**config.mk**
```make
export PLATFORM = sky130hd
export DESIGN_NAME = fixed_block_pool_allocator_core
export DESIGN_NICKNAME = d
export VERILOG_FILES = /design/src/hdl/fbpa_pkg.sv /design/src/hdl/fbpa_link_store.sv /design/src/hdl/fixed_block_pool_allocator_core.sv
export SDC_FILE = /design/constraint.sdc
export NUM_CORES = 2
export LEC_CHECK = 0
export BUFFER_PORTS_ARGS = -buffer_cell sky130_fd_sc_hd__buf_4
export CORE_ASPECT_RATIO = 1.25
export CORE_MARGIN = 5
export CORE_UTILIZATION = 40
export CTS_BUF_LIST = sky130_fd_sc_hd__clkbuf_8
export CTS_CLUSTER_DIAMETER = 80
export DETAILED_ROUTE_END_ITERATION = 16
export SLEW_MARGIN = 20
export SYNTH_ARGS = -nofsm -noshare
export SYNTH_HDL_FRONTEND = slang
export SYNTH_HIERARCHICAL = 1
export SYNTH_SLANG_ARGS = --single-unit
export TNS_END_PERCENT = 5
```
**constraint.sdc**
```tcl
create_clock -name clk_i -period 11.1 [get_ports clk_i]
set_input_delay 0.555 -clock clk_i [delete_from_list [all_inputs] [get_ports clk_i]]
set_output_delay 0.555 -clock clk_i [all_outputs]
set_load 0.05 [all_outputs]
```
**src/hdl/fbpa_pkg.sv**
```systemverilog
// Shared types and constants for the fixed-size chunk pool allocator.
// No dependencies; used by fbpa_link_store and fixed_block_pool_allocator_core.
package fbpa_pkg;

  localparam int unsigned MAX_CHUNKS  = 256;
  localparam int unsigned NODE_BYTES  = 16;
  localparam int unsigned IDX_W       = 8;   // chunk index field width
  localparam int unsigned CNT_W       = 9;   // chunk count / free count width
  localparam int unsigned BYTES_W     = 16;  // chunk_bytes register width
  localparam int unsigned OFFS_W      = 25;  // byte offset field width
  localparam int unsigned CFG_IDX_W   = 2;
  localparam int unsigned CFG_DATA_W  = 16;
  localparam int unsigned LINK_ADDR_W = $clog2(MAX_CHUNKS);

  // Configuration register indexes
  localparam logic [CFG_IDX_W-1:0] CFG_CHUNK_COUNT = CFG_IDX_W'(0);
  localparam logic [CFG_IDX_W-1:0] CFG_CHUNK_BYTES = CFG_IDX_W'(1);

  localparam logic [CNT_W-1:0]   CHUNK_COUNT_RST = CNT_W'(256);
  localparam logic [BYTES_W-1:0] CHUNK_BYTES_RST = BYTES_W'(64);

  typedef enum logic {
    REQ_ALLOC = 1'b0,
    REQ_FREE  = 1'b1
  } req_type_e;

  typedef enum logic [1:0] {
    STATUS_OK        = 2'd0,
    STATUS_EMPTY     = 2'd1,
    STATUS_RANGE     = 2'd2,
    STATUS_NOT_ALLOC = 2'd3
  } status_e;

  typedef struct packed {
    req_type_e        req_type;
    logic [IDX_W-1:0] chunk_index;
  } req_t;

  typedef struct packed {
    status_e           status;
    logic [IDX_W-1:0]  alloc_index;
    logic [OFFS_W-1:0] alloc_offset;
    logic [CNT_W-1:0]  free_count;
  } rsp_t;

  // Write and read port of the link store
  typedef struct packed {
    logic                   we;
    logic [LINK_ADDR_W-1:0] waddr;
    logic [IDX_W-1:0]       wdata;
    logic [LINK_ADDR_W-1:0] raddr;
  } link_cmd_t;

endpackage

```
**src/hdl/fbpa_link_store.sv**
```systemverilog
// Free-list link store: one write port, one read port, registered read data.
// Depends on fbpa_pkg.
module fbpa_link_store (
  input  logic                       clk_i,
  input  fbpa_pkg::link_cmd_t        cmd_i,
  output logic [fbpa_pkg::IDX_W-1:0] rdata_o
);

  logic [fbpa_pkg::IDX_W-1:0] mem [fbpa_pkg::MAX_CHUNKS];
  logic [fbpa_pkg::IDX_W-1:0] rdata_q;

  always_ff @(posedge clk_i) begin
    if (cmd_i.we) begin
      mem[cmd_i.waddr] <= cmd_i.wdata;
    end
    rdata_q <= mem[cmd_i.raddr];
  end

  assign rdata_o = rdata_q;

endmodule

```
**src/hdl/fixed_block_pool_allocator_core.sv**
```systemverilog
// Top level of the fixed-size chunk pool allocator.
// Depends on fbpa_pkg and fbpa_link_store.
//
// Each request (allocate or free) gives exactly one result. An allocate
// served from the never-used watermark, an allocate on an empty pool and a
// free of an index out of range are answered from S_IDLE. An allocate that
// pops the free list passes through S_POP, since the link of the list head
// comes out of the registered link store before the new head is known. A
// free of an index in range passes through S_FREE, since the in-use mark of
// the chunk comes out of a registered memory before the free is checked.
// Results wait in an output register, and the next request is taken as soon
// as that register is empty or being drained and no pop or free is in progress.
// A configuration write reinitializes the pool at once; the link store is
// never cleared, as only entries written by a free are ever read back. The
// in-use marks are not cleared either: every chunk at or above the watermark
// has been handed out since the last reinit, so its mark has been written,
// and a chunk below the watermark is free by definition.
module fixed_block_pool_allocator_core (
  input  logic                            clk_i,
  input  logic                            rst_ni,
  input  logic                            cfg_we_i,
  input  logic [fbpa_pkg::CFG_IDX_W-1:0]  cfg_index_i,
  input  logic [fbpa_pkg::CFG_DATA_W-1:0] cfg_wdata_i,
  input  logic                            in_valid_i,
  output logic                            in_stall_o,
  input  fbpa_pkg::req_t                  in_data_i,
  output logic                            out_valid_o,
  input  logic                            out_stall_i,
  output fbpa_pkg::rsp_t                  out_data_o
);

  typedef enum logic [2:0] {
    S_IDLE = 3'b001,
    S_POP  = 3'b010,
    S_FREE = 3'b100
  } state_e;

  localparam int unsigned IW = fbpa_pkg::IDX_W;
  localparam int unsigned CW = fbpa_pkg::CNT_W;
  localparam int unsigned MW = fbpa_pkg::OFFS_W - IW;  // multiplicand width

  state_e                          state_q, state_d;
  logic [CW-1:0]                   chunk_count_q, chunk_count_d;
  logic [fbpa_pkg::BYTES_W-1:0]    chunk_bytes_q, chunk_bytes_d;
  logic [IW-1:0]                   head_q, head_d;
  logic                            nonempty_q, nonempty_d;
  logic [CW-1:0]                   untouched_q, untouched_d;
  logic [CW-1:0]                   free_total_q, free_total_d;
  logic [IW-1:0]                   pop_idx_q, pop_idx_d;
  logic [IW-1:0]                   free_idx_q, free_idx_d;
  logic                            out_valid_q, out_valid_d;
  fbpa_pkg::rsp_t                  rsp_q, rsp_d;

  logic                            in_use_mem [fbpa_pkg::MAX_CHUNKS];
  logic                            in_use_rd_q;
  logic                            in_use_we;
  logic [IW-1:0]                   in_use_waddr;
  logic                            in_use_wdata;

  fbpa_pkg::link_cmd_t             link_cmd;
  logic [IW-1:0]                   link_rdata;

  logic                            accept;
  logic                            reinit;
  logic [CW-1:0]                   eff_count;
  logic                            load_rsp;
  fbpa_pkg::status_e               rsp_status;
  logic                            rsp_ok;
  logic [IW-1:0]                   got_idx;
  logic [CW-1:0]                   ft_minus;
  logic [fbpa_pkg::OFFS_W-1:0]     offset;

  fbpa_link_store u_link_store (
    .clk_i   (clk_i),
    .cmd_i   (link_cmd),
    .rdata_o (link_rdata)
  );

  assign in_stall_o  = !((state_q == S_IDLE) && (!out_valid_q || !out_stall_i));
  assign accept      = in_valid_i && !in_stall_o;
  assign out_valid_o = out_valid_q;
  assign out_data_o  = rsp_q;

  // Chunk counts above the pool size clamp to the pool size
  assign eff_count = (chunk_count_q > CW'(fbpa_pkg::MAX_CHUNKS)) ?
                     CW'(fbpa_pkg::MAX_CHUNKS) : chunk_count_q;
  assign ft_minus  = free_total_q - CW'(1);

  assign offset = fbpa_pkg::OFFS_W'(
                    {{MW{1'b0}}, got_idx} *
                    (MW'(chunk_bytes_q) + MW'(fbpa_pkg::NODE_BYTES))
                  ) + fbpa_pkg::OFFS_W'(fbpa_pkg::NODE_BYTES);

  always_comb begin
    state_d       = state_q;
    chunk_count_d = chunk_count_q;
    chunk_bytes_d = chunk_bytes_q;
    head_d        = head_q;
    nonempty_d    = nonempty_q;
    untouched_d   = untouched_q;
    free_total_d  = free_total_q;
    pop_idx_d     = pop_idx_q;
    free_idx_d    = free_idx_q;
    in_use_we     = 1'b0;
    in_use_waddr  = pop_idx_q;
    in_use_wdata  = 1'b1;
    reinit        = 1'b0;
    load_rsp      = 1'b0;
    rsp_status    = fbpa_pkg::STATUS_OK;
    rsp_ok        = 1'b0;
    got_idx       = pop_idx_q;
    link_cmd      = '{we: 1'b0, waddr: free_idx_q,
                      wdata: head_q, raddr: head_q};

    unique case (state_q)
      S_IDLE: begin
        if (accept) begin
          if (in_data_i.req_type == fbpa_pkg::REQ_ALLOC) begin
            if (nonempty_q) begin
              // read the head's link now, finish the pop next cycle
              pop_idx_d = head_q;
              state_d   = S_POP;
            end else if (untouched_q != '0) begin
              got_idx      = IW'(untouched_q - CW'(1));
              untouched_d  = untouched_q - CW'(1);
              free_total_d = ft_minus;
              in_use_we    = 1'b1;
              in_use_waddr = got_idx;
              load_rsp     = 1'b1;
              rsp_ok       = 1'b1;
            end else begin
              load_rsp   = 1'b1;
              rsp_status = fbpa_pkg::STATUS_EMPTY;
            end
          end else begin
            if ({1'b0, in_data_i.chunk_index} >= eff_count) begin
              load_rsp   = 1'b1;
              rsp_status = fbpa_pkg::STATUS_RANGE;
            end else begin
              // read the chunk's in-use mark now, finish the free next cycle
              free_idx_d = in_data_i.chunk_index;
              state_d    = S_FREE;
            end
          end
        end
      end
      S_POP: begin
        head_d       = link_rdata;
        free_total_d = ft_minus;
        nonempty_d   = (ft_minus != untouched_q);
        in_use_we    = 1'b1;
        load_rsp     = 1'b1;
        rsp_ok       = 1'b1;
        state_d      = S_IDLE;
      end
      S_FREE: begin
        load_rsp = 1'b1;
        // a chunk below the watermark was never handed out; its mark is stale
        if (({1'b0, free_idx_q} < untouched_q) || !in_use_rd_q) begin
          rsp_status = fbpa_pkg::STATUS_NOT_ALLOC;
        end else begin
          // push onto the free list
          in_use_we    = 1'b1;
          in_use_waddr = free_idx_q;
          in_use_wdata = 1'b0;
          link_cmd.we  = 1'b1;
          head_d       = free_idx_q;
          nonempty_d   = 1'b1;
          free_total_d = free_total_q + CW'(1);
        end
        state_d = S_IDLE;
      end
      default: begin
        state_d = S_IDLE;
      end
    endcase

    if (cfg_we_i) begin
      unique case (cfg_index_i)
        fbpa_pkg::CFG_CHUNK_COUNT: begin
          chunk_count_d = CW'(cfg_wdata_i);
          reinit        = 1'b1;
        end
        fbpa_pkg::CFG_CHUNK_BYTES: begin
          chunk_bytes_d = cfg_wdata_i;
          reinit        = 1'b1;
        end
        default: begin
        end
      endcase
    end

    if (reinit) begin
      head_d       = '0;
      nonempty_d   = 1'b0;
      untouched_d  = (chunk_count_d > CW'(fbpa_pkg::MAX_CHUNKS)) ?
                     CW'(fbpa_pkg::MAX_CHUNKS) : chunk_count_d;
      free_total_d = untouched_d;
    end
  end

  always_comb begin
    rsp_d              = rsp_q;
    rsp_d.status       = rsp_status;
    rsp_d.alloc_index  = rsp_ok ? got_idx : '0;
    rsp_d.alloc_offset = rsp_ok ? offset : '0;
    rsp_d.free_count   = free_total_d;

    out_valid_d = out_valid_q;
    if (load_rsp) begin
      out_valid_d = 1'b1;
    end else if (out_valid_q && !out_stall_i) begin
      out_valid_d = 1'b0;
    end
  end

  always_ff @(posedge clk_i or negedge rst_ni) begin
    if (!rst_ni) begin
      state_q       <= S_IDLE;
      chunk_count_q <= fbpa_pkg::CHUNK_COUNT_RST;
      chunk_bytes_q <= fbpa_pkg::CHUNK_BYTES_RST;
      head_q        <= '0;
      nonempty_q    <= 1'b0;
      untouched_q   <= fbpa_pkg::CHUNK_COUNT_RST;
      free_total_q  <= fbpa_pkg::CHUNK_COUNT_RST;
      out_valid_q   <= 1'b0;
    end else begin
      state_q       <= state_d;
      chunk_count_q <= chunk_count_d;
      chunk_bytes_q <= chunk_bytes_d;
      head_q        <= head_d;
      nonempty_q    <= nonempty_d;
      untouched_q   <= untouched_d;
      free_total_q  <= free_total_d;
      out_valid_q   <= out_valid_d;
    end
  end

  // In-use marks: one write port, one read port, registered read data
  always_ff @(posedge clk_i) begin
    if (in_use_we) begin
      in_use_mem[in_use_waddr] <= in_use_wdata;
    end
    in_use_rd_q <= in_use_mem[in_data_i.chunk_index];
  end

  always_ff @(posedge clk_i) begin
    pop_idx_q  <= pop_idx_d;
    free_idx_q <= free_idx_d;
    if (load_rsp) begin
      rsp_q <= rsp_d;
    end
  end

endmodule
```
# [Word level (Yosys, flattened, before mapping)]
# Memories as Yosys holds them, arrays and structs flattened. A register that Yosys moved wholly into a read port is not among the register bits.
# Cells that the tools add are included.
# W data, S select, Z words.
[classes] n_addsub=5 mul=1 div=0 magnitude_cmp=4 eq_ne=11 n_shift=0 n_mux=65 bitwise_logic=2 reduce_logical=24
[op_table] cell="$mux W9" n=16
[op_table] cell="$mux W8" n=8
[op_table] cell="$pmux W8 S2" n=2
[op_table] cell="$pmux W9 S3" n=1
[op_table] cell="$add A25 B5 Y25 const B" n=1
[op_table] cell="$mul A8 B17 Y25" n=1
[op_table] cell="$mux W1" n=24
[op_table] cell="$gt A9 B9 Y1 const B" n=2
[op_table] cell="$sub A9 B1 Y9 const B" n=2
[op_table] cell="$add A16 B5 Y17 const B" n=1
[op_table] cell="$mux W3" n=5
[op_table] cell="$add A9 B1 Y9 const B" n=1
[op_table] cell="$ge A8 B9 Y1" n=1
[op_table] cell="$lt A8 B9 Y1" n=1
[op_table] cell="$ne A3 B3 Y1 const B" n=3
[op_table] cell="$ne A9 B9 Y1" n=1
[op_table] cell="$reduce_bool A9 Y1" n=1
[op_table] cell="$mux W2" n=4
[op_table] cell="$reduce_and A4 Y1" n=2
[op_table] cell="$reduce_bool A2 Y1" n=4
[op_table] cell="$pmux W1 S2" n=3
[op_table] cell="$reduce_and A5 Y1" n=1
[op_table] cell="$logic_not A1 Y1" n=4
[op_table] cell="$ne A2 B1 Y1 const B" n=2
[op_table] cell="15 further kinds" n=21
[word_totals] register_bits=116 latchBits=0 ram_bits=2304 romBits=0 in_bits=32 out_inout_bits=46 word_cells=128 mem_count=2
[mem_list] name="u_link_store.mem" words=256 word_bits=8 read_ports=1 rd_clocked_by_memory_dff=1 write_ports=1 line="fbpa_link_store.sv:9" source="logic [fbpa_pkg::IDX_W-1:0] mem [fbpa_pkg::MAX_CHUNKS];"
[mem_list] name="in_use_mem" words=256 word_bits=1 read_ports=1 rd_clocked_by_memory_dff=1 write_ports=1 line="fixed_block_pool_allocator_core.sv:54" source="logic in_use_mem [fbpa_pkg::MAX_CHUNKS];"

# [Logic depth before layout (Yosys ltp)]
[depth] depth_word=8 mapped_depth=31 depth_no_buf=26

# [Modules after synthesis]
# The synthesis kept the hierarchy.
[modules_own_cells] module="fbpa_link_store" instances=1 cells_per_inst=3733 area_per_inst_um2=79556.3 seq_area_each_um2=61659.1
[modules_own_cells] module="fixed_block_pool_allocator_core" instances=1 cells_per_inst=1919 area_per_inst_um2=21866.0 seq_area_each_um2=10916.7

# [Worst setup path after synthesis]
# OpenSTA, ideal clock, no wires.
[synth_path] path_kind="reg2reg" start="register untouched_q[0]" end="register rsp_q (netlist bit out_data_o[33]), data pin" setup_ns=0.147 arrival_ns=6.633 t_required_ns=10.953 path_slack_ns=4.320 stages_incl_launch_ff=30 n_path_buf=6 period_less_slack_ns=6.780 cell_sequence="dfrtp_1 buf_6 inv_1 ha_1 or3b_1 buf_2 nor3_4 or2_1 buf_2 buf_2 clkbuf_1 a21o_1 clkbuf_1 nand2_1 fa_1 fa_1 inv_1 fa_1 inv_1 fa_1 inv_1 ha_1 nor2b_1 o31a_1 o31a_1 o21a_1 a41oi_1 a21oi_1 or3_1 a21oi_1"
[synth_between] elab_chain_cells=8 elab_cells_between_ends=14 classes_between="2 x add/sub; 1 x mul; 10 x mux; 1 x reduce/logical"
[synth_rtl] item="start, declared" line="fixed_block_pool_allocator_core.sv:47" source="logic [CW-1:0] untouched_q, untouched_d;"
[synth_rtl] item="start signal, assigned" line="fixed_block_pool_allocator_core.sv:224" source="untouched_q <= fbpa_pkg::CHUNK_COUNT_RST;"
[synth_rtl] item="start signal, assigned" line="fixed_block_pool_allocator_core.sv:233" source="untouched_q <= untouched_d;"
[synth_rtl] item="$sub A9 B1 Y9 / $reduce_bool A9 Y1 (equally long branches)"
[synth_rtl] item="$mux W8" line="fixed_block_pool_allocator_core.sv:123" source="end else if (untouched_q != '0) begin"
[synth_rtl] item="$mux W8" line="fixed_block_pool_allocator_core.sv:119" source="if (nonempty_q) begin"
[synth_rtl] item="$mux W8" line="fixed_block_pool_allocator_core.sv:118" source="if (in_data_i.req_type == fbpa_pkg::REQ_ALLOC) begin"
[synth_rtl] item="$mux W8" line="fixed_block_pool_allocator_core.sv:117" source="if (accept) begin"
[synth_rtl] item="$mux W8" line="fixed_block_pool_allocator_core.sv:115" source="unique case (state_q)"
[synth_rtl] item="$mul A8 B17 Y25" line="fixed_block_pool_allocator_core.sv:90" source="{{MW{1'b0}}, got_idx} *"
[synth_rtl] item="$add A25 B5 Y25" line="fixed_block_pool_allocator_core.sv:92" source=") + fbpa_pkg::OFFS_W'(fbpa_pkg::NODE_BYTES);"
[synth_rtl] item="end signal, assigned" line="fixed_block_pool_allocator_core.sv:251" source="rsp_q <= rsp_d;"
[synth_rtl] item="end, declared" line="fixed_block_pool_allocator_core.sv:52" source="fbpa_pkg::rsp_t rsp_q, rsp_d;"
# Several ways; a longest one is shown, not always the timed one.
# A chain may end at the register's enable or synchronous reset.

# [Worst setup path after layout]
[layout_path] start="register state_q[0]" end="register rsp_q (netlist bit out_data_o[33]), data pin"
[layout_between] elab_chain_cells=7 elab_cells_between_ends=10 classes_between="1 x add/sub; 1 x mul; 2 x eq/ne; 4 x mux; 2 x reduce/logical"
[layout_rtl] item="start, declared" line="fixed_block_pool_allocator_core.sv:42" source="state_e state_q, state_d;"
[layout_rtl] item="start signal, assigned" line="fixed_block_pool_allocator_core.sv:228" source="state_q <= state_d;"
[layout_rtl] item="$eq A3 B1 Y1" line="fixed_block_pool_allocator_core.sv:79, fixed_block_pool_allocator_core.sv:115"
[layout_rtl] item="$logic_and A1 B1 Y1" line="fixed_block_pool_allocator_core.sv:79" source="assign in_stall_o = !((state_q == S_IDLE) && (!out_valid_q || !out_stall_i));"
[layout_rtl] item="$logic_and A1 B1 Y1" line="fixed_block_pool_allocator_core.sv:80" source="assign accept = in_valid_i && !in_stall_o;"
[layout_rtl] item="$mux W8" line="fixed_block_pool_allocator_core.sv:117"
[layout_rtl] item="$mux W8" line="fixed_block_pool_allocator_core.sv:115"
[layout_rtl] item="$mul A8 B17 Y25" line="fixed_block_pool_allocator_core.sv:90"
[layout_rtl] item="$add A25 B5 Y25" line="fixed_block_pool_allocator_core.sv:92"
# Several ways; a longest one is shown, not always the timed one.

==> summary.txt <==
Outcome
  • Status: finished, final reports clean

Critical path
  • CP Buf/Inv Count: 3
  • RR Startpoint: state_q[0]
  • Crit-path leading delay family: simple AND/OR/NAND/NOR gates
  • Worst-path maximum fanout: 15
  • Max incr delay on CP: 760 ps
  • Worst R2R Setup Slack: 3380 ps
  • Crit-path cells: nor3b_2, nand4_1, nor2_2, nor2_1, nor2_1, nand2_1, fa_1, fa_1, inv_1, fa_1, inv_1, fa_1, inv_1, ha_1, nor2b_1, o31a_1, o31a_1, o21a_1, a41oi_1, a21oi_1, or3_1, a21oi_1
  • Most frequent CP cell: fa_1
  • Element type at the critical path end: register
  • Critical path class: reg -> reg
  • Critical R2R Capture: out_data_o[33]
  • R2R cell count: 22
  • Worst EP required: between 10,000 and 15,000 ps
  • Worst path arrival time: 8510 ps
  • Crit path from: state_q[0]
  • Crit-path slowest cell: nor2_1
  • Worst setup SP type: register

Hold path
  • Hold path cells: 4
  • Hold worst-path end: chunk_count_q[8]
  • Worst min path class: in -> reg
  • Hold wc startpoint: cfg_index_i[0]

Timing
  • Worst clock skew: 73.5 ps
  • Worst-margin pin slew: 1260 ps
  • Slew margin rel.: 15.5%
  • Max Slew Vio Count: 0
  • Unrepaired setup endpoints after global routing: false
  • Tmin final: slightly below 8000 ps
  • Final TNS setup: 0 ps
  • Final hold violation count: 0
  • Peak Freq: 0.130 GHz
  • Final setup fails: 0
  • Fin crit share: 69.6%
  • Setup slack after layout: 3380 ps

Route
  • Avg WL per Cell: 26.5 um
  • WL met1: 98,700 um
  • Final wirelength: 252,000 um
  • Vias per Instance: 5.63
  • Post-DRT Antenna Nets: 0
  • Highest metal used: met4
  • Initial DRT Pass Iterations: 5
  • Met2 wire len: around 130,000 um
  • DR iter-0 viols: approximately 5k
  • Post-route DRC: 0
  • Number of vias in the routed layout: between 50k and 60k
  • Met3 wire length: 15,400 um

CTS
  • CTS Sinks: 2,429
  • Worst-Skew Late Latency: 980 ps
  • Clock slew at reported path FFs: 70 ps
  • Num CTS Buffers: 371
  • Root Driver: clkbuf_8
  • Setup Buffers After CTS: 0
  • CTS tree: yes
  • CTS Hold Bufs: 29
  • Clock Path Buffers: 4
  • Post-CTS Resized: 0
  • H-tree Lvls: 5

Placed design
  • DPL Wire Length: 156,000 um
  • Placed inst area: 105,000 sq um
  • IO Port Bufs: 77
  • Pre-CTS WS: 3290 ps
  • GP Congestion: 0.893

Global routing
  • Initial antenna violation count: 6
  • Largest net degree at the start of global routing: 152
  • GRT overflow: 0
  • Vias in the first global route: 55.0k
  • First-pass GRT wire length: between 300,000 and 400,000 um
  • All-Layer GR Usage: 18.8%

Layout
  • Final Net Count: 6,106
  • Share of layout cells above drive strength 1: 19.6%
  • Area grow syn2layout: 10.6%
  • Post-route cell area: 112,000 sq um
  • Post-Route Utilization: 44.5%

Power
  • Largest vdd supply drop: 0.311 mV
  • P_leak: 0.0319 uW
  • Power per standard cell area: 196 nW/um^2

Synth
  • Synth cell types: 96
  • Post-synth top area cell: edfxtp_1
  • Synth top area share: roughly 70%
  • Post-synth EDFFs: roughly 2.4k
  • Top post-synthesis cells by area: edfxtp_1, mux4_2, nor2_1, mux2i_1, fa_1
  • Mapped Cells: 5,652
  • Top_reg_cell synth: edfxtp_1
  • Synthesized Nets: 5,851
  • Post-Syn Area: 101,000 sq um
  • Post-synth ARST share: 2.31%
  • Synthesized flop and latch total: 2,429
  • Synth Warn #: 6
  • Syn avg cell area: about 18 sq um
  • Sequential cell area fraction in the yosys report: 71.6%

Floorplan
  • Row cnt: 206
  • Initial core utilization: 40.2%
  • Die height: roughly 570 um
  • I/O pin count: 78
  • Total core area: 252,000 sq um
  • Die width: ~460 um
  • Die area: 264,000 sq um

Flow run
  • Max cap viols: 0
==> state kept, by name, summed over array words and instances, names as in the netlist, 9 cells and up <==
name and count:
u_link_store/mem 2048, untouched_q 9, chunk_bytes_q 16, out_data_o 44, chunk_count_q 9, free_total_q 9, in_use_mem 256
==> worst min-delay path: stages <==
cell	delay (ps)
buf_4	90
nor2_1	200
nand2_1	130
o21ai_0	120
==> final cells by class <==
class                           instances  area, sq um
Clock inverter                        278         1410
Clock buffer                          378         5200
Multi-Input combinational cell       2735        26400
Inverter                              159          602
Timing Repair Buffer                  211         1760
Fill cell                           21772       140000
Sequential cell                      2429        72600
Antenna cell                            5         12.5
Tap cell                             3328         4160
==> layout by cell type, fill, tap and decap left out, types with 20 or more instances in the layout <==
cell,n
mux4_2,494
edfxtp_1,2364
buf_4,172
inv_1,281
clkinv_2,32
o22ai_1,54
o21ai_0,64
nor2b_1,55
nor4_1,27
dlygate4sd3_1,29
a21oi_1,151
ha_1,75
mux2_2,22
nor3_1,44
dfrtp_1,43
a22oi_1,144
and2_1,25
nand2b_1,27
clkbuf_8,378
xnor2_1,30
clkinv_1,92
o221ai_1,50
nor2_1,667
nand3_1,57
fa_1,92
nand2_1,148
mux2i_1,207
xor2_1,20
a211oi_1,24
==> layer usage <==
metal,track usage [%],up-vias
met5,0,-
li1,-,22963
met1,24.0,28162
met4,8.17,0
met2,31.5,1974
met3,3.31,488
==> cells by family after synthesis <==
kind of cell             after synthesis  synth area share, %
AO/OA/AOI/OAI                        633                 4.37
XOR/XNOR                              50                0.432
adder cells (fa/ha/maj)              167                 2.74
buffers and inverters                488                 2.46
flip-flops                          2429                 71.6
multiplexers                         725                 13.3
AND/OR/NAND/NOR                     1160                 5.13
==> synth_stat cells (30+ instances only) <==
cell / number
mux4_2: 494
buf_2: 75
clkbuf_1: 153
xnor2_1: 30
mux2i_1: 207
nand3_1: 59
a22oi_1: 144
ha_1: 75
edfxtp_1: 2364
nor3_1: 44
o221ai_1: 50
o21ai_0: 64
buf_4: 30
o22ai_1: 54
a21oi_1: 152
nor2_1: 671
fa_1: 92
nor2b_1: 58
nand2_1: 148
nor4_1: 30
dfrtp_1: 51
inv_1: 157
==> where the power goes <==
part | total (uW) | switching [uW] | internal [uW]
logic | 5000 | 3040 | 1960
clock network | 6730 | 3430 | 3300
registers | 10200 | 110 | 10100
==> worst max-delay path by stage <==
stage                           to  cells past startpoint  slack [ps]
floorplan           out_data_o[33]                     29        4320
global placement    out_data_o[33]                     24        3480
detailed placement  out_data_o[33]                     24        3290
CTS                 out_data_o[33]                     24        3230
global route        out_data_o[33]                     22        2990
finish              out_data_o[33]                     22        3380
==> stage by stage <==
step	hold slack [ps]	std cells	power, uW
finish	160	9523	21900
global route	143	9521	23100
CTS	66.0	9518	22100
detailed placement	515	8833	15300
global placement	501	8833	15200
floorplan	259	5652	14100
No activity file was read; power rests on OpenSTA's default activity.
